==> src/rtl/sfir_pkg.sv <==
// ----------------------------------------------------------------------------
// sfir_pkg
// Types and fixed widths shared by the symmetric line filter and its cells.
// ----------------------------------------------------------------------------
package sfir_pkg;

   localparam int SAMPLE_BITS = 16;
   localparam int COEF_BITS   = 16;
   localparam int N_COEF      = 8;
   localparam int CSR_IDX_BITS = 3;
   localparam int PAIR_BITS   = SAMPLE_BITS + 1;
   localparam int PROD_BITS   = PAIR_BITS + COEF_BITS;
   localparam int FRAC_BITS   = 16;

   typedef enum logic [CSR_IDX_BITS-1:0] {
      CSR_COEF_CENTER = 3'd0,
      CSR_COEF_DIST1  = 3'd1,
      CSR_COEF_DIST2  = 3'd2,
      CSR_COEF_DIST3  = 3'd3,
      CSR_COEF_DIST4  = 3'd4,
      CSR_COEF_DIST5  = 3'd5,
      CSR_COEF_DIST6  = 3'd6,
      CSR_COEF_DIST7  = 3'd7
   } csr_index_type;

   typedef struct packed {
      logic [SAMPLE_BITS-1:0] pixel_value;
      logic                   line_end;
   } req_type;

   typedef struct packed {
      logic [SAMPLE_BITS-1:0] filtered_value;
      logic                   line_done;
   } rsp_type;

   // window update control for the tap cells
   typedef struct packed {
      logic shift;
      logic fill;
   } win_ctl_type;

   // token that travels with a sum down the multiply chain
   typedef struct packed {
      logic valid;
      logic done;
   } tok_type;

endpackage

==> src/rtl/sfir_mac_cell.sv <==
// ----------------------------------------------------------------------------
// sfir_mac_cell
// One stage of the multiply chain: weights its own tap pair and adds it to
// the running sum handed on by the previous stage.
// ----------------------------------------------------------------------------
module sfir_mac_cell #(
   parameter int IDX      = 0,
   parameter int NPAIR    = 8,
   parameter int ACC_BITS = 36
) (
   input  logic                                          clock,
   input  logic                                          reset,
   input  logic                                          enable,
   input  sfir_pkg::tok_type                             tok_in,
   input  logic [NPAIR-1:0][sfir_pkg::PAIR_BITS-1:0]     pairs_in,
   input  logic [ACC_BITS-1:0]                           acc_in,
   input  logic [sfir_pkg::COEF_BITS-1:0]                coef,
   output sfir_pkg::tok_type                             tok_out,
   output logic [NPAIR-1:0][sfir_pkg::PAIR_BITS-1:0]     pairs_out,
   output logic [ACC_BITS-1:0]                           acc_out
);

   sfir_pkg::tok_type                            tok_ff;
   logic [NPAIR-1:0][sfir_pkg::PAIR_BITS-1:0]    pairs_ff;
   logic [ACC_BITS-1:0]                          acc_ff;
   logic [sfir_pkg::PROD_BITS-1:0]               prod;
   logic [ACC_BITS-1:0]                          acc_in_sum;

   assign prod       = pairs_in[IDX] * coef;
   assign acc_in_sum = acc_in + ACC_BITS'(prod);

   always_ff @(posedge clock) begin
      if (reset) begin
         tok_ff <= '0;
      end else if (enable) begin
         tok_ff <= tok_in;
      end
   end

   always_ff @(posedge clock) begin
      if (enable) begin
         pairs_ff <= pairs_in;
         acc_ff   <= acc_in_sum;
      end
   end

   assign tok_out   = tok_ff;
   assign pairs_out = pairs_ff;
   assign acc_out   = acc_ff;

endmodule

==> config.mk <==
export PLATFORM = sky130hd
export DESIGN_NAME = sfir_mac_cell
export DESIGN_NICKNAME = d
export VERILOG_FILES = /design/src/rtl/sfir_pkg.sv /design/src/rtl/sfir_mac_cell.sv
export SDC_FILE = /design/constraint.sdc
export NUM_CORES = 1
export LEC_CHECK = 0
export ABC_CLOCK_PERIOD_IN_PS = 6400
export BUFFER_PORTS_ARGS = -buffer_cell sky130_fd_sc_hd__buf_2
export CORE_UTILIZATION = 42
export DETAILED_ROUTE_END_ITERATION = 10
export PLACE_DENSITY = 0.74
export SYNTH_ARGS = -nofsm -noshare
export SYNTH_HDL_FRONTEND = slang
export SYNTH_SLANG_ARGS = --single-unit
==> constraint.sdc <==
create_clock -name clock -period 6.4 [get_ports clock]
set_input_delay 1.28 -clock clock [delete_from_list [all_inputs] [get_ports clock]]
set_output_delay 1.28 -clock clock [all_outputs]
set_load 0.05 [all_outputs]
* Yosys cells after proc, flatten, opt, wreduce, memory -nomap -nowiden
Index checks and enable logic that the tools add are counted.
Word-level totals: register bits after elaboration 174, bits of input ports 193, output and inout bits 174, word-level logic and storage cells 13
Operators by class: add/sub/neg operators 1, multiply operators 1
Operators by type and width (number):
- 36-bit by 33-bit adder with 36-bit output | 1
- 17-bit by 16-bit multiplier with 33-bit output | 1

* Depth between registers and ports, before layout
depth after elaboration 2, gate-level depth with buffers 23, gate-level depth less buffers 21

* Worst setup path after synthesis
OpenSTA, ideal clock, no wires.
path kind input to register, start input port coef[9] in the netlist's numbering, end register acc_ff[30], in the netlist acc_out[30] (data pin), library setup time 0.262 ns, arrival 6.596 ns, required time 6.138 ns, setup slack -0.458 ns, stages on the path 22, path buffers 2, cells stage by stage clkbuf_1 > clkbuf_1 > nand2_1 > fa_1 > inv_1 > fa_1 > inv_1 > fa_1 > inv_1 > fa_1 > fa_1 > inv_1 > fa_1 > inv_1 > ha_1 > a21oi_1 > o221ai_1 > a221oi_1 > o21ai_2 > a221oi_2 > o21ai_1 > xor2_1
On the way: cells in the longest elaborated chain, start to end 2
Ends and longest elaborated chain:
- from (decl) | RTL line sfir_mac_cell.sv:17 | input logic [sfir_pkg::COEF_BITS-1:0] coef,
- 17-bit by 16-bit multiplier with 33-bit output | RTL line sfir_mac_cell.sv:29 | assign prod = pairs_in[IDX] * coef;
- 36-bit by 33-bit adder with 36-bit output | RTL line sfir_mac_cell.sv:30 | assign acc_in_sum = acc_in + ACC_BITS'(prod);
- named net acc_in_sum[30] | RTL line sfir_mac_cell.sv:27 | logic [ACC_BITS-1:0] acc_in_sum;
- to (signal assigned) | RTL line sfir_mac_cell.sv:43 | acc_ff <= acc_in_sum;
- to (decl) | RTL line sfir_mac_cell.sv:25 | logic [ACC_BITS-1:0] acc_ff;
The timed path passes the listed nets, and every way through them passes these cells. A chain may end at the register's enable or synchronous reset.

* Worst setup path after layout
start input port coef[11] in the netlist's numbering, end register acc_ff[30], in the netlist acc_out[30] (data pin)
Same word-level chain as after synthesis.

==> results.rst <==
.. list-table::
   :header-rows: 1

   * - Metric
     - Value
   * - Run status
     - finished, final reports clean
   * - Clock tree from TritonCTS
     - done
   * - Worst setup path category
     - in -> reg
   * - Post-layout instance count excluding filler cells
     - 2391
   * - Overflow after GRT
     - 0
   * - CP max stage cell
     - sky130_fd_sc_hd__fa_1
   * - Gpl congestion
     - 0.8920
   * - Placed Instances
     - 2352
   * - Placeable core area
     - 36700 um^2
   * - Hold-fix buffers at CTS
     - 0
   * - Crit path cell chain
     - buf_12 -> buf_6 -> and2_4 -> fa_1 -> inv_2 -> fa_1 -> inv_2 -> fa_1 -> fa_2 -> fa_1 -> inv_2 -> fa_1 -> inv_2 -> ha_4 -> nand4_1 -> o221ai_2 -> a221oi_2 -> o21ai_4 -> a221oi_4 -> o21ai_1 -> xor2_1
   * - Initial core utilization
     - 42.74%
   * - Count of yosys warnings during synthesis
     - 0
   * - Async S/R FF share, synth
     - 0%
   * - Max Clock Freq
     - 0.1575 GHz
   * - Most common cell after layout, fill and taps aside
     - sky130_fd_sc_hd__inv_1
   * - R2r setup slk
     - 5.81 ns
   * - Tightest Hold Check Type
     - reg -> reg
   * - Largest net degree at the start of global routing
     - 175
   * - Count of nets after finishing
     - 2454
   * - First-iteration detailed-routing DRC count
     - 482
   * - Cell row count
     - 70
   * - Avg Inst Size Synth
     - 11.05 um^2
   * - Required time at the endpoint of the critical path
     - 6.61 ns
   * - Sum of net half-perimeters after detailed placement
     - 35350 um
   * - Worst slew margin relative to its limit
     - 29.68%
   * - Die Ht
     - 195.3 um
   * - Antenna violations before repair
     - 1
   * - Synth Net Count
     - 1963
   * - Sequential-to-total area share from yosys stat
     - 33.18%
   * - Most used flip-flop cell after synthesis
     - sky130_fd_sc_hd__edfxtp_1
   * - Number of placed I/O pins
     - 367
   * - Count of flip-flops with a built-in enable after synthesis
     - 172
   * - Clock sink count
     - 174
   * - Final Routed Wirelength
     - 43410 um
   * - Total count of max-transition violations in the final report
     - 0
   * - Setup repair after global routing missed its margin
     - true
   * - Clock Skews
     - 0 ns
   * - Ratio of final minimum period to clock period
     - 99.21%
   * - Maximum clock path buffer count
     - 2
   * - Total GRT Usage
     - 23.35%
   * - Total CTS buffers
     - 17
   * - Area Overhead vs Synth
     - 28.60%
   * - Fraction of final layout cells with drive strength greater than 1
     - 32.45%
   * - Number of setup violations in the final report
     - 0
   * - Worst Setup End Kind
     - flip-flop
   * - Commonest non-fill, non-tap cells in the layout
     - sky130_fd_sc_hd__inv_1, sky130_fd_sc_hd__buf_2, sky130_fd_sc_hd__fa_1, sky130_fd_sc_hd__nand2_1, sky130_fd_sc_hd__edfxtp_1
   * - Category of the worst setup path launch point
     - input pin
   * - Number of hold violations in the final report
     - 0
   * - First-pass GRT wire length
     - 67200 um
   * - Cells after synthesis
     - 1419
   * - Die Area
     - 38120 um^2
   * - Clock transition at the registers of the reported paths
     - 0.09 ns
   * - Time the worst path needs with I/O delays and setup
     - 6.349 ns
   * - Count of input and output buffers
     - 366
   * - Latest clock arrival within the worst-skew pair
     - 0.44 ns
   * - Unique masters post-synth
     - 59
   * - Number of maximum-capacitance constraint violations
     - 0
   * - Number of global-route vias before repair
     - 12780
   * - Total standard cell area after synthesis
     - 15690 um^2
   * - Data arrival time of the critical path
     - 6.56 ns
   * - Remaining antenna violation count after routing
     - 0
   * - Flop and latch count out of synthesis
     - 174
   * - Via-to-Cell Ratio
     - 4.918
   * - Pin slew with the least headroom to its limit
     - 1.055 ns
   * - Total via count in the routed design
     - 11760
   * - Max Fanout on Critical Path
     - 8
   * - Clock Tree Root
     - sky130_fd_sc_hd__clkbuf_16
   * - CP dominant cell by count
     - sky130_fd_sc_hd__fa_1
   * - Antenna fix cells
     - 0
   * - Slowest stage delay, CP
     - 0.55 ns
   * - Average routed wire per standard cell
     - 18.16 um
   * - H-tree Lvls
     - 4
   * - Router iterations before antenna repair
     - 5
   * - Horizontal extent of the die
     - 195.3 um
   * - Residual DRC count
     - 0
[final cells by class]
class | count | area [um^2]
Sequential cell | 174 | 5205
Multi-Input combinational cell | 839 | 9231
Fill cell | 3086 | 16530
Clock buffer | 17 | 425.4
Timing Repair Buffer | 514 | 3166
Clock inverter | 15 | 191.4
Tap cell | 468 | 585.6
Inverter | 364 | 1366
[layer usage]
metal	share of wire, %	vias to the layer above	GRT usage, %
met3	6.5	97	5.112
met5	0.030	-	0
met2	53	464	43.07
met4	3.9	2	8.953
met1	37	5868	26.10
li1	-	5328	-
[metrics by stage]
stage / setup TNS (ns) / cell area, um^2 / setup slack, ns / util [%] / hold WS, ns
2_1_floorplan: -0.1871 / 15900 / -0.05850 / - / 0.7326
3_3_place_gp: -7.176 / 19080 / -0.5605 / 51.98 / 0.4710
3_5_place_dp: -8.627 / 19080 / -0.6593 / 51.98 / 0.4803
4_1_cts: 0 / 19770 / 0.001892 / 53.88 / 0.4987
5_1_grt: -0.3418 / 20170 / -0.1310 / 54.96 / 0.5181
6_report: 0 / 20170 / 0.05055 / 54.96 / 0.4935
[repair_timing]
action,in CTS,in global routing
pin swaps,3,43
buffers inserted,0,8
cloned,0,0
setup endpoints to repair,9,16
resized for setup,19,118
[synth_stat cells, types with 2 or more instances]
cell type / instances / area, um^2
sky130_fd_sc_hd__a21o_2: 2 / 17.52
sky130_fd_sc_hd__nand2b_1: 5 / 31.28
sky130_fd_sc_hd__nand2_1: 176 / 660.6
sky130_fd_sc_hd__o21ai_1: 2 / 10.01
sky130_fd_sc_hd__o221ai_1: 2 / 17.52
sky130_fd_sc_hd__nor2b_1: 4 / 25.02
sky130_fd_sc_hd__nand3_1: 3 / 15.01
sky130_fd_sc_hd__o211ai_1: 2 / 15.01
sky130_fd_sc_hd__edfxtp_1: 172 / 5165
sky130_fd_sc_hd__a21oi_2: 2 / 17.52
sky130_fd_sc_hd__mux2i_1: 2 / 20.02
sky130_fd_sc_hd__a211oi_1: 2 / 15.01
sky130_fd_sc_hd__a21oi_1: 38 / 190.2
sky130_fd_sc_hd__buf_6: 2 / 22.52
sky130_fd_sc_hd__o21a_1: 6 / 45.04
sky130_fd_sc_hd__clkbuf_1: 34 / 127.6
sky130_fd_sc_hd__nor2_1: 26 / 97.59
sky130_fd_sc_hd__fa_1: 241 / 4825
sky130_fd_sc_hd__o21bai_1: 5 / 37.54
sky130_fd_sc_hd__o31ai_1: 3 / 22.52
sky130_fd_sc_hd__xnor2_1: 20 / 175.2
sky130_fd_sc_hd__a21o_1: 7 / 52.55
sky130_fd_sc_hd__o31ai_2: 2 / 25.02
sky130_fd_sc_hd__and2_1: 119 / 744.5
sky130_fd_sc_hd__o21ai_2: 2 / 17.52
sky130_fd_sc_hd__dfxtp_1: 2 / 40.04
sky130_fd_sc_hd__nand4_1: 6 / 37.54
sky130_fd_sc_hd__inv_1: 364 / 1366
sky130_fd_sc_hd__ha_1: 110 / 1376
sky130_fd_sc_hd__nor3_1: 5 / 25.02
sky130_fd_sc_hd__o31a_1: 3 / 26.28
sky130_fd_sc_hd__xor2_1: 10 / 87.58
sky130_fd_sc_hd__o21ai_0: 14 / 70.07
[final timing paths]
check                           startpoint           to  cells after the start
worst max register to register  tok_out[0]   tok_out[0]                      2
worst min register to register  tok_out[1]   tok_out[1]                      2
worst min-delay path            tok_out[1]   tok_out[1]                      2
worst max-delay path              coef[11]  acc_out[30]                     21
[worst max-delay path: cells and delay by family]
kind,cells,cell delay [ns]
fa+ha+maj,7,3.35
compound gates,5,1.08
buf+inv,6,0.40
simple gates,2,0.29
xor+xnor,1,0.15
[state kept, by name (all words and copies together) (netlist names)]
name / cells
acc_out: 36
pairs_out: 136
tok_out: 2
[logic make-up (layout without fill, tap and decap cells)]
kind of cell | after synthesis | count (layout) | share of synthesized area [%]
AO/OA/AOI/OAI | 105 | 105 | 4.531
XOR/XNOR | 30 | 30 | 1.675
adder cells (fa/ha/maj) | 351 | 351 | 39.53
buffers and inverters | 406 | 910 | 10.18
flip-flops | 174 | 174 | 33.18
multiplexers | 2 | 2 | 0.1276
AND/OR/NAND/NOR | 351 | 351 | 10.77
Power is left out: the tool's default activity adds up to more than one toggle a clock period on the data nets, which glitch-free logic cannot reach.
