`config.mk`:
```
export PLATFORM = sky130hd
export DESIGN_NAME = sfir_tap_cell
export DESIGN_NICKNAME = d
export VERILOG_FILES = /design/src/rtl/sfir_pkg.sv /design/src/rtl/sfir_tap_cell.sv
export SDC_FILE = /design/constraint.sdc
export NUM_CORES = 1
export LEC_CHECK = 0
export ABC_AREA = 1
export BUFFER_PORTS_ARGS = -buffer_cell sky130_fd_sc_hd__buf_4
export CORE_UTILIZATION = 39
export CTS_CLUSTER_DIAMETER = 100
export DETAILED_ROUTE_END_ITERATION = 7
export PLACE_DENSITY = 0.77
export SLEW_MARGIN = 15
export SYNTH_ARGS = -nofsm -noshare
export SYNTH_HDL_FRONTEND = slang
export SYNTH_SLANG_ARGS = --single-unit
```
`constraint.sdc`:
```
create_clock -name clock -period 0.85 [get_ports clock]
set_input_delay 0.0425 -clock clock [delete_from_list [all_inputs] [get_ports clock]]
set_output_delay 0.0425 -clock clock [all_outputs]
set_load 0.05 [all_outputs]
```
`src/rtl/sfir_pkg.sv`:
```
// ----------------------------------------------------------------------------
// sfir_pkg
// Types and fixed widths shared by the symmetric line filter and its cells.
// ----------------------------------------------------------------------------
package sfir_pkg;

   localparam int SAMPLE_BITS = 16;
   localparam int COEF_BITS   = 16;
   localparam int N_COEF      = 8;
   localparam int CSR_IDX_BITS = 3;
   localparam int PAIR_BITS   = SAMPLE_BITS + 1;
   localparam int PROD_BITS   = PAIR_BITS + COEF_BITS;
   localparam int FRAC_BITS   = 16;

   typedef enum logic [CSR_IDX_BITS-1:0] {
      CSR_COEF_CENTER = 3'd0,
      CSR_COEF_DIST1  = 3'd1,
      CSR_COEF_DIST2  = 3'd2,
      CSR_COEF_DIST3  = 3'd3,
      CSR_COEF_DIST4  = 3'd4,
      CSR_COEF_DIST5  = 3'd5,
      CSR_COEF_DIST6  = 3'd6,
      CSR_COEF_DIST7  = 3'd7
   } csr_index_type;

   typedef struct packed {
      logic [SAMPLE_BITS-1:0] pixel_value;
      logic                   line_end;
   } req_type;

   typedef struct packed {
      logic [SAMPLE_BITS-1:0] filtered_value;
      logic                   line_done;
   } rsp_type;

   // window update control for the tap cells
   typedef struct packed {
      logic shift;
      logic fill;
   } win_ctl_type;

   // token that travels with a sum down the multiply chain
   typedef struct packed {
      logic valid;
      logic done;
   } tok_type;

endpackage

```
`src/rtl/sfir_tap_cell.sv`:
```
// ----------------------------------------------------------------------------
// sfir_tap_cell
// One sample of the filter window: loads from its neighbour on a shift, or
// takes the incoming pixel when the line starts.
// ----------------------------------------------------------------------------
module sfir_tap_cell (
   input  logic                               clock,
   input  sfir_pkg::win_ctl_type              ctl,
   input  logic [sfir_pkg::SAMPLE_BITS-1:0]   fill_value,
   input  logic [sfir_pkg::SAMPLE_BITS-1:0]   next_value,
   output logic [sfir_pkg::SAMPLE_BITS-1:0]   sample
);

   logic [sfir_pkg::SAMPLE_BITS-1:0] sample_ff;
   logic [sfir_pkg::SAMPLE_BITS-1:0] sample_in;

   always_comb begin
      sample_in = sample_ff;
      if (ctl.shift) begin
         sample_in = ctl.fill ? fill_value : next_value;
      end
   end

   always_ff @(posedge clock) begin
      sample_ff <= sample_in;
   end

   assign sample = sample_ff;

endmodule

```
---- Word-level counts from Yosys, hierarchy flattened ----
Cells that the tools add are included.
word-level totals
  bits in registers ....................... 16
  input bits .............................. 35
  word-level logic and storage cells ...... 2
cells by class
  multiplexer cells ....................... 1
operators with widths
  operator  count
  $mux W16  1

---- Longest topological paths before layout ----
Gate-level depths: netlist of the first run.
  depth in word-level cells ............... 1
  mapped depth ............................ 5

---- Least setup slack after synthesis of the first run ----
OpenSTA, ideal clock, no wires.
  path type ............................... input to register
  start ................................... in ctl[0] in the netlist's numbering
  end ..................................... reg sample_ff (netlist bit sample[4]), data pin
  arrival time ............................ 0.406 ns
  slack ................................... 0.192 ns
  cell stages on the path ................. 5
  cells stage by stage .................... buf_6 -> inv_6 -> buf_12 -> nand2_1 -> nand2_1
between the ends
  word-level cells in the longest chain between the ends .. 1
ends and longest elaborated chain
  what                  line                 source
  from (decl)           sfir_tap_cell.sv:8   input sfir_pkg::win_ctl_type ctl,
  $mux W16              sfir_tap_cell.sv:20  sample_in = ctl.fill ? fill_value : next_value;
  to (signal assigned)  sfir_tap_cell.sv:25  sample_ff <= sample_in;
  to (decl)             sfir_tap_cell.sv:14  logic [sfir_pkg::SAMPLE_BITS-1:0] sample_ff;
No other way between the ends.
A chain may end at the register's enable or synchronous reset.

---- Final worst setup path of the first run ----
  start ................................... reg sample_ff (netlist bit sample[0])
  end ..................................... out sample[0] in the netlist's numbering
RTL lines
  what       line                 source
  to (decl)  sfir_tap_cell.sv:11  output logic [sfir_pkg::SAMPLE_BITS-1:0] sample
No word-level cell between the ends.

==> key figures, run 1 <==
Timing
  • Setup-failing EPs final: 16
  • Fin. Hold Viols: 0
  • Final Slew Violations: 0
  • Unrepaired setup endpoints after global routing: true
  • Fmax: 1090 MHz
  • Tcrit/Tclk final: 1.08
  • Max_slew headroom: 0.861
  • Tmin final: 0.918 ns
  • Final setup margin: -0.0683 ns
  • Worst slew pin tran: 0.209 ns

Critical path
  • Crit-path slowest cell: edfxtp_1
  • Largest stage delay, worst path: 0.42 ns
  • Critical Path AT: 0.88 ns
  • Crit path launch type: flop
  • Crit-path max FO: 1
  • Cell family with most CP delay: flip-flops
  • Crit. path cell count: 1
  • Critical Path RT: 0.81 ns
  • Worst path cell trace: buf_6
  • Setup CP Type: flop to primary output
  • Setup crit start: sample[0]
  • Worst setup EP type: primary output
  • CP Buf/Inv Count: 1
  • Crit path capture: sample[0]

Routing
  • Vias: 673
  • Final antenna-violating net count: 0
  • Total wire length: 1.79 mm
  • Via/cell ratio: 4.67
  • DR iter-0 viols: 14
  • Remaining DRCs: 0
  • Drt first pass iters: 4
  • WL/cell: 12.4 um

Clock tree
  • TritonCTS clock tree: done
  • CTS H-tree depth: 1
  • CTS Buf Count: 3
  • Clock root cell: clkbuf_4
  • Postcts setup bufs: 0
  • TritonCTS Sinks: 16
  • Reg clk slew, reported paths: 0.09 ns
  • CTS Buffer Depth: 2

Synth
  • Syn Nets: 103
  • YS warnings: 0
  • Synth Register Bits: 16
  • Cell count after synthesis: 68
  • Netlist Area Pre-Place: 724 um^2
  • Top cell type's share of synthesized area: 0.663
  • Yosys cell types: 6
  • Leading area contributor after synthesis: edfxtp_1
  • Largest cells by area after synthesis: edfxtp_1 (66%), nand2_1 (22%), nand2_2 (4.3%)
  • Avg Cell Area, Syn: 10.7 um^2
  • Sequential element share of the synthesized area: 0.663

Global routing
  • GRT Total Usage: 0.182
  • First-pass GRT wire length: 2.55 mm
  • Vias in the first global route: 623
  • Initial antenna violation count: 0
  • Gr ovfl total: 0
  • Largest net degree at the start of global routing: 18

Final layout
  • Diode count: 0
  • Max FFs per register: 16
  • Post-route cell area: 1170 um^2
  • Nets: 155
  • Layout cell share with drive strength beyond 1: 0.496
  • Synthesis-to-layout area growth: 62.2%

Pwr
  • Pwr dens: 1710 nW/um^2
  • P_leak: 0.579 nW
  • Max IR drop VDD: 0.740 mV

Min path
  • Hold Path Origin: next_value[12]
  • Hold Path Class: primary input to flop
  • Hold Path Cell Cnt: 3

Floorplan
  • Row count: 15
  • Die W: 45.1 um
  • Initial core utilization: 0.420
  • IO Count: 51
  • Core area: 1730 um^2
  • Die area: 2030 um^2
  • Die Ht: 45.1 um

Placed design
  • DPL Wire Length: 1.27 mm
  • Setup slack at placement: 0.105 ns
  • Gpl congestion: 0.692
  • Area after DPL: 1090 um^2
  • I/O Buffers: 50

Flow run
  • MaxCap Viol Count: 0

Status
  • Status: complete, but fails checks
  • Failing checks: negative setup slack
cell usage in the layout, fill, tap and decap left out:
cell type,n
nand2_1,43
buf_4,34
buf_6,16
edfxtp_1,16
nand2_2,5
clkbuf_4,3
inv_6,1
clkinv_1,1
cell families (layout without fill, tap and decap cells):
kind of cell	after synthesis	after routing	synth area share
simple gates	48	48	0.266
buf+inv	4	55	0.0708
flops	16	16	0.663
cell usage after synthesis:
library cell	instances
nand2_1	43
inv_6	1
nand2_2	5
buf_12	1
buf_6	2
edfxtp_1	16
worst min-delay path: cells and delay by family:
family / cells / cell delay, ns
and+or+nand+nor: 2 / 0.08
buffers and inverters: 1 / 0.08
stage by stage:
step,TNS (ns),instances,power [mW],utilization,hold WS (ns)
finish,-0.497,144,2.01,0.680,0.0264
global route,-1.01,144,2.10,0.680,0.0236
CTS,-0.540,144,2.01,0.680,0.0252
detailed placement,0,140,1.58,0.630,0.313
global placement,0,140,1.57,0.630,0.306
floorplan,0,68,1.34,-,0.155
power by group:
part / internal (mW) / switching, mW / leakage (nW) / total (mW)
Clock: 0.170 / 0.223 / 0.0154 / 0.393
Combinational: 0.257 / 0.374 / 0.407 / 0.631
Sequential: 0.955 / 0.0343 / 0.156 / 0.989
layout make-up:
cell class,instances,area (um^2)
fill,142,552
sequential,16,480
timing repair buffer,50,435
multi-input combinational,48,193
tap,25,31.3
clock buffer,3,22.5
inverter,1,8.76
clock inverter,1,3.75
what timing repair did:
action | in CTS | in global routing
hold buffers | 0 | 0
endpoints found under the hold margin | 0 | 0
endpoints found under the setup margin | 16 | 16
resized for setup | 16 | 0
worst min-delay path by stage:
stage | end | slack (ns)
finish | sample[12] | 0.03
global route | sample[12] | 0.02
CTS | sample[1] | 0.03
detailed placement | sample[1] | 0.31
global placement | sample[1] | 0.31
floorplan | sample[0] | 0.15
routing by layer:
metal	track usage	routed length, um	vias to the layer above
met5	0	0	-
met4	0.158	55	0
met3	0.0120	106	6
met2	0.307	930	31
met1	0.207	698	318
li1	-	-	318
No activity file was read; power rests on OpenSTA's default activity.
==> inputs of run 2 (changes only) <==
--- a/config.mk
+++ b/config.mk
@@ -5,7 +5,7 @@
 export SDC_FILE = /design/constraint.sdc
 export NUM_CORES = 1
 export LEC_CHECK = 0
-export ABC_AREA = 1
+export ABC_AREA = 0
 export BUFFER_PORTS_ARGS = -buffer_cell sky130_fd_sc_hd__buf_4
 export CORE_UTILIZATION = 39
 export CTS_CLUSTER_DIAMETER = 100
==> run 2 against run 1 <==
Effect of this change: the flow still finishes with violations (negative setup slack); final cell count shrank 24%; setup slack gained 0.026 ns; non-clock buffer count is the same; utilization is essentially flat; die area grew 0.64%; via count shrank 26%; maximum frequency grew 2.9%; global-route usage shrank 3.9 points; synthesized area grew 0.69%; clock power shrank 5.1%; sequential cell count is the same; critical path depth is the same; critical endpoint is now sample[14]; largest cell class unchanged; largest power group unchanged.
==> key figures, run 2 <==
Final layout
  • Finished Core Util: 0.680
  • Max FFs per register: 16
  • Most frequent cells in the layout: buf_4 (34), buf_6 (16), edfxtp_1 (16)
  • Synthesis-to-layout area growth: 62.8%
  • Post-route cell area: 1190 um^2
  • Diode count: 0
  • Most common cell after layout, fill and taps aside: buf_4
  • Fill cells: 132
  • Layout cell share with drive strength beyond 1: 0.812
  • Nets: 122

Min path
  • Hold Path Origin: next_value[4]
  • Hold Path Cell Cnt: 2
  • Hold endpoint: sample[4]
  • Hold Path Class: primary input to flop

Synth
  • Sequential element share of the synthesized area: 0.659
  • Largest cells by area after synthesis: edfxtp_1 (66%), mux2_4 (21%), mux2_2 (9.3%)
  • Top cell type's share of synthesized area: 0.659
  • Yosys cell types: 5
  • Synth async-reset ratio: 0
  • Top FF cell, synth: edfxtp_1
  • Cell count after synthesis: 34
  • Leading area contributor after synthesis: edfxtp_1
  • YS warnings: 0
  • Netlist Area Pre-Place: 729 um^2
  • EDFF count, synth: 16
  • Post-synth top cells: edfxtp_1 (16), mux2_4 (10), mux2_2 (6)
  • Synth Register Bits: 16
  • Most common cell in the netlist: edfxtp_1
  • Syn Nets: 69
  • Avg Cell Area, Syn: 21.5 um^2

Critical path
  • Setup CP Type: flop to primary output
  • Largest stage delay, worst path: 0.40 ns
  • Crit path launch type: flop
  • Critical Path RT: 0.81 ns
  • Crit-path max FO: 1
  • Crit-path slowest cell: edfxtp_1
  • Worst setup EP type: primary output
  • Cell family with most CP delay: flip-flops
  • CP Buf/Inv Count: 1
  • Worst path cell trace: buf_6
  • Setup crit start: sample[14]
  • Critical Path AT: 0.85 ns

Placed design
  • Gpl congestion: 0.694
  • Area after DPL: 1100 um^2
  • I/O Buffers: 50

Timing
  • Final setup margin: -0.0422 ns
  • Hold_ws: 0.0593 ns
  • Tmin final: 0.892 ns
  • Fmax: 1120 MHz
  • Unrepaired setup endpoints after global routing: true
  • Tcrit/Tclk final: 1.05
  • Fin Setup TNS: -0.366 ns
  • Setup-failing EPs final: 16
  • Max_slew headroom: 0.834
  • Final Slew Violations: 0
  • Worst slew pin tran: 0.249 ns
  • Fin. Hold Viols: 0

Routing
  • Total wire length: 1.32 mm
  • Final antenna-violating net count: 0
  • Vias: 495
  • Remaining DRCs: 0
  • WL/cell: 12.0 um
  • DR iter-0 viols: 2
  • Drt first pass iters: 2
  • Via/cell ratio: 4.50

Status
  • Failing checks: negative setup slack
  • Status: complete, but fails checks

Floorplan
  • IO Count: 51
  • Initial core utilization: 0.418
  • Die W: 45.2 um
  • Die Ht: 45.2 um
  • Core area: 1750 um^2
  • Row count: 15
  • Die area: 2050 um^2

Pwr
  • Cell-internal power: 1.42 mW
  • Max IR drop VDD: 0.957 mV
  • P_leak: 0.536 nW
  • Logic pwr share: 0.319
  • Clock share of power: 0.187
  • Reg power frac: 0.494
  • Pwr dens: 1680 nW/um^2
  • Sw frac: 0.290
  • Switch Pwr: 0.579 mW

Clock tree
  • TritonCTS Sinks: 16
  • Hold_buf cts: 0
  • CTS Buffer Depth: 2
  • CTS H-tree depth: 1
  • Clock root cell: clkbuf_4
  • Reg clk slew, reported paths: 0.08 ns
  • TritonCTS clock tree: done
  • CTS Buf Count: 3
  • Postcts setup bufs: 0

Global routing
  • Gr ovfl total: 0
  • Initial antenna violation count: 0
  • First-pass GRT wire length: 1.92 mm
  • Vias in the first global route: 466
  • GRT Total Usage: 0.142
  • Largest net degree at the start of global routing: 17

Flow run
  • MaxCap Viol Count: 0
-- run 2: changes by cell type after synthesis, sizes merged --
cell / before / now
nand2: 48 / 0
mux2: 0 / 16
buf: 3 / 2
inv: 1 / 0
-- run 2: worst max-delay path by stage --
| stage | depth (start not counted) | to | slack, ns |
|---|---|---|---|
| 6_report | 1 | sample[14] | -0.04 |
| 5_1_grt | 1 | sample[1] | -0.09 |
| 4_1_cts | 1 | sample[8] | -0.06 |
| 3_5_place_dp | 2 | sample[2] | -0.08 |
| 3_3_place_gp | 2 | sample[13] | -0.06 |
| 2_1_floorplan | 3 | sample[10] | 0.01 |
-- run 2: metrics by stage --
stage | setup WS, ns | std cells | total power, mW
floorplan | 0.0116 | 34 | 1.36
global placement | -0.0624 | 107 | 1.58
detailed placement | -0.0826 | 107 | 1.59
CTS | -0.0563 | 110 | 2.03
global route | -0.0875 | 110 | 2.09
finish | -0.0422 | 110 | 2.00
-- run 2: kinds of logic after synthesis --
family / synth area share
buffers and inverters: 0.0429
muxes: 0.298
DFF: 0.659
-- run 2: layer usage --
layer / track usage / part of all wire
met5: 0 / 0
met4: 0.0727 / 0
met3: 0.0480 / 0.050
met1: 0.117 / 0.29
met2: 0.287 / 0.66
-- run 2: repair_timing --
item	4_1_cts	5_1_grt
hold endpoints to repair	0	0
gates resized for setup	16	0
setup endpoints to repair	16	16
-- run 2: final cells by class --
cell class	instances	area, um^2	share of cell area
clock buffers	3	22.5	0.0190
multi-input cells	16	218	0.183
flip-flops and latches	16	480	0.405
well taps	25	31.3	0.0263
repair buffers	50	435	0.367
-- run 2: power by group through the flow --
stage | clock network (mW) | logic (mW) | registers, mW
final | 0.373 | 0.639 | 0.987
after global routing | 0.433 | 0.664 | 0.994
after CTS | 0.394 | 0.644 | 0.988
after detailed placement | 0 | 0.601 | 0.992
after global placement | 0 | 0.594 | 0.990
after floorplan | 0 | 0.114 | 1.25
==> inputs of run 3 (changes only) <==
--- a/config.mk
+++ b/config.mk
@@ -7,6 +7,7 @@
 export LEC_CHECK = 0
 export ABC_AREA = 0
 export BUFFER_PORTS_ARGS = -buffer_cell sky130_fd_sc_hd__buf_4
+export CORE_MARGIN = 2
 export CORE_UTILIZATION = 39
 export CTS_CLUSTER_DIAMETER = 100
 export DETAILED_ROUTE_END_ITERATION = 7
@@ -15,3 +16,4 @@
 export SYNTH_ARGS = -nofsm -noshare
 export SYNTH_HDL_FRONTEND = slang
 export SYNTH_SLANG_ARGS = --single-unit
+export TNS_END_PERCENT = 5
==> run 3 against run 2 <==
Effect of this change: the run still ends with negative setup slack left; hold slack better by 0.00096 ns; sequential cell count is the same; final cell count rose by 0.91%; critical endpoint is now sample[6]; largest cell class unchanged; combinational power barely moved; clock-buffer cell count did not move; global-route usage is 0.47 points higher; maximum frequency decreased by 0.31%; sequential power is essentially flat.
==> key figures, run 3 (synthesis gave the netlist of run 2 again) <==
Timing
  • Setup-failing EPs final: 16
  • Max_slew headroom: 0.831
  • Tmin final: 0.895 ns
  • Unrepaired setup endpoints after global routing: true
  • Hold_ws: 0.0602 ns
  • Final Slew Violations: 0
  • Final setup margin: -0.0450 ns
  • Worst slew pin tran: 0.254 ns
  • Fmax: 1120 MHz
  • Fin. Hold Viols: 0
  • Tcrit/Tclk final: 1.05

Flow run
  • MaxCap Viol Count: 0

Floorplan
  • IO Count: 51
  • Die W: 47.2 um
  • Die Ht: 47.2 um
  • Core area: 1750 um^2
  • Row count: 15
  • Initial core utilization: 0.418
  • Die area: 2230 um^2

Placed design
  • I/O Buffers: 50
  • Area after DPL: 1100 um^2
  • Post-Place Cells: 107
  • Setup slack at placement: -0.0745 ns
  • Gpl congestion: 0.777
  • DPL Wire Length: 1.16 mm

Clock tree
  • CTS H-tree depth: 1
  • Hold_buf cts: 0
  • Reg clk slew, reported paths: 0.09 ns
  • TritonCTS Sinks: 16
  • TritonCTS clock tree: done
  • CTS Buffer Depth: 2
  • CTS Buf Count: 3
  • Clock root cell: clkbuf_4

Final layout
  • Nets: 122
  • Diode count: 0
  • Final instance count without filler cells: 111
  • Post-route cell area: 1190 um^2
  • Synthesis-to-layout area growth: 63.3%
  • Max FFs per register: 16
  • Layout cell share with drive strength beyond 1: 0.802
  • Most frequent cells in the layout: buf_4 (34), buf_6 (16), edfxtp_1 (16)
  • Most common cell after layout, fill and taps aside: buf_4
  • Fill cells: 136

Min path
  • Hold Path Class: primary input to flop

Routing
  • Vias: 490
  • Total wire length: 1.51 mm
  • Drt first pass iters: 2
  • Via/cell ratio: 4.41
  • Remaining DRCs: 0
  • Final antenna-violating net count: 0
  • DR iter-0 viols: 2
  • WL/cell: 13.6 um

Critical path
  • Critical Path RT: 0.81 ns
  • Critical Path AT: 0.85 ns
  • Crit-path slowest cell: edfxtp_1
  • Largest stage delay, worst path: 0.41 ns
  • Crit path launch type: flop
  • Crit-path max FO: 1
  • Worst setup EP type: primary output
  • CP Buf/Inv Count: 1
  • Cell family with most CP delay: flip-flops
  • Worst path cell trace: buf_6
  • Setup CP Type: flop to primary output

Global routing
  • Initial antenna violation count: 0
  • Vias in the first global route: 530
  • GRT Total Usage: 0.147
  • Largest net degree at the start of global routing: 17
  • First-pass GRT wire length: 2.19 mm
  • Gr ovfl total: 0

Status
  • Status: complete, but fails checks
  • Failing checks: negative setup slack

Pwr
  • Max IR drop VDD: 1.06 mV
  • Power, Total: 2.02 mW
  • Pwr dens: 1690 nW/um^2
  • P_leak: 0.538 nW
[run 3: cell types whose count changed in the layout (fill, tap and decap cells not counted)]
cell	delta
clkinv_1	+1
[run 3: path summary, 6_finish.rpt]
| path | endpoint | startpoint | depth (start not counted) | slack [ns] |
|---|---|---|---|---|
| hold / removal | sample[7] | fill_value[7] | 2 | 0.06 |
| setup / recovery | sample[6] | sample[6] | 1 | -0.04 |
[run 3: timing repair]
action | 4_1_cts | 5_1_grt
endpoints found under the setup margin | 16 | 16
gates resized for setup | 16 | 0
buffers inserted | 0 | 0
[run 3: through the flow]
step / setup TNS (ns) / util
final: -0.422 / 0.682
after global placement: -0.627 / 0.633
after global routing: -1.14 / 0.682
after CTS: -0.611 / 0.682
after floorplan: 0 / -
after detailed placement: -0.746 / 0.633
[run 3: area by class of cell]
cell class	count	area (um^2)	share of cell area
multi-input cells	16	218	0.183
well taps	25	31.3	0.0263
flip-flops and latches	16	480	0.403
clock inverters	1	3.75	0.00315
repair buffers	50	435	0.366
clock buffers	3	22.5	0.0189
[run 3: power breakdown]
part           switching, mW  internal (mW)
registers             0.0335          0.955
clock network          0.220          0.170
logic                  0.339          0.302
total                  0.593           1.43
[run 3: layer usage]
| layer | vias to the layer above | GRT usage | share of wire |
|---|---|---|---|
| li1 | 236 | - | - |
| met1 | 219 | 0.135 | 0.31 |
| met2 | 29 | 0.270 | 0.59 |
| met3 | 6 | 0.0577 | 0.073 |
| met4 | 0 | 0.0833 | 0.032 |
| met5 | - | 0 | 0 |
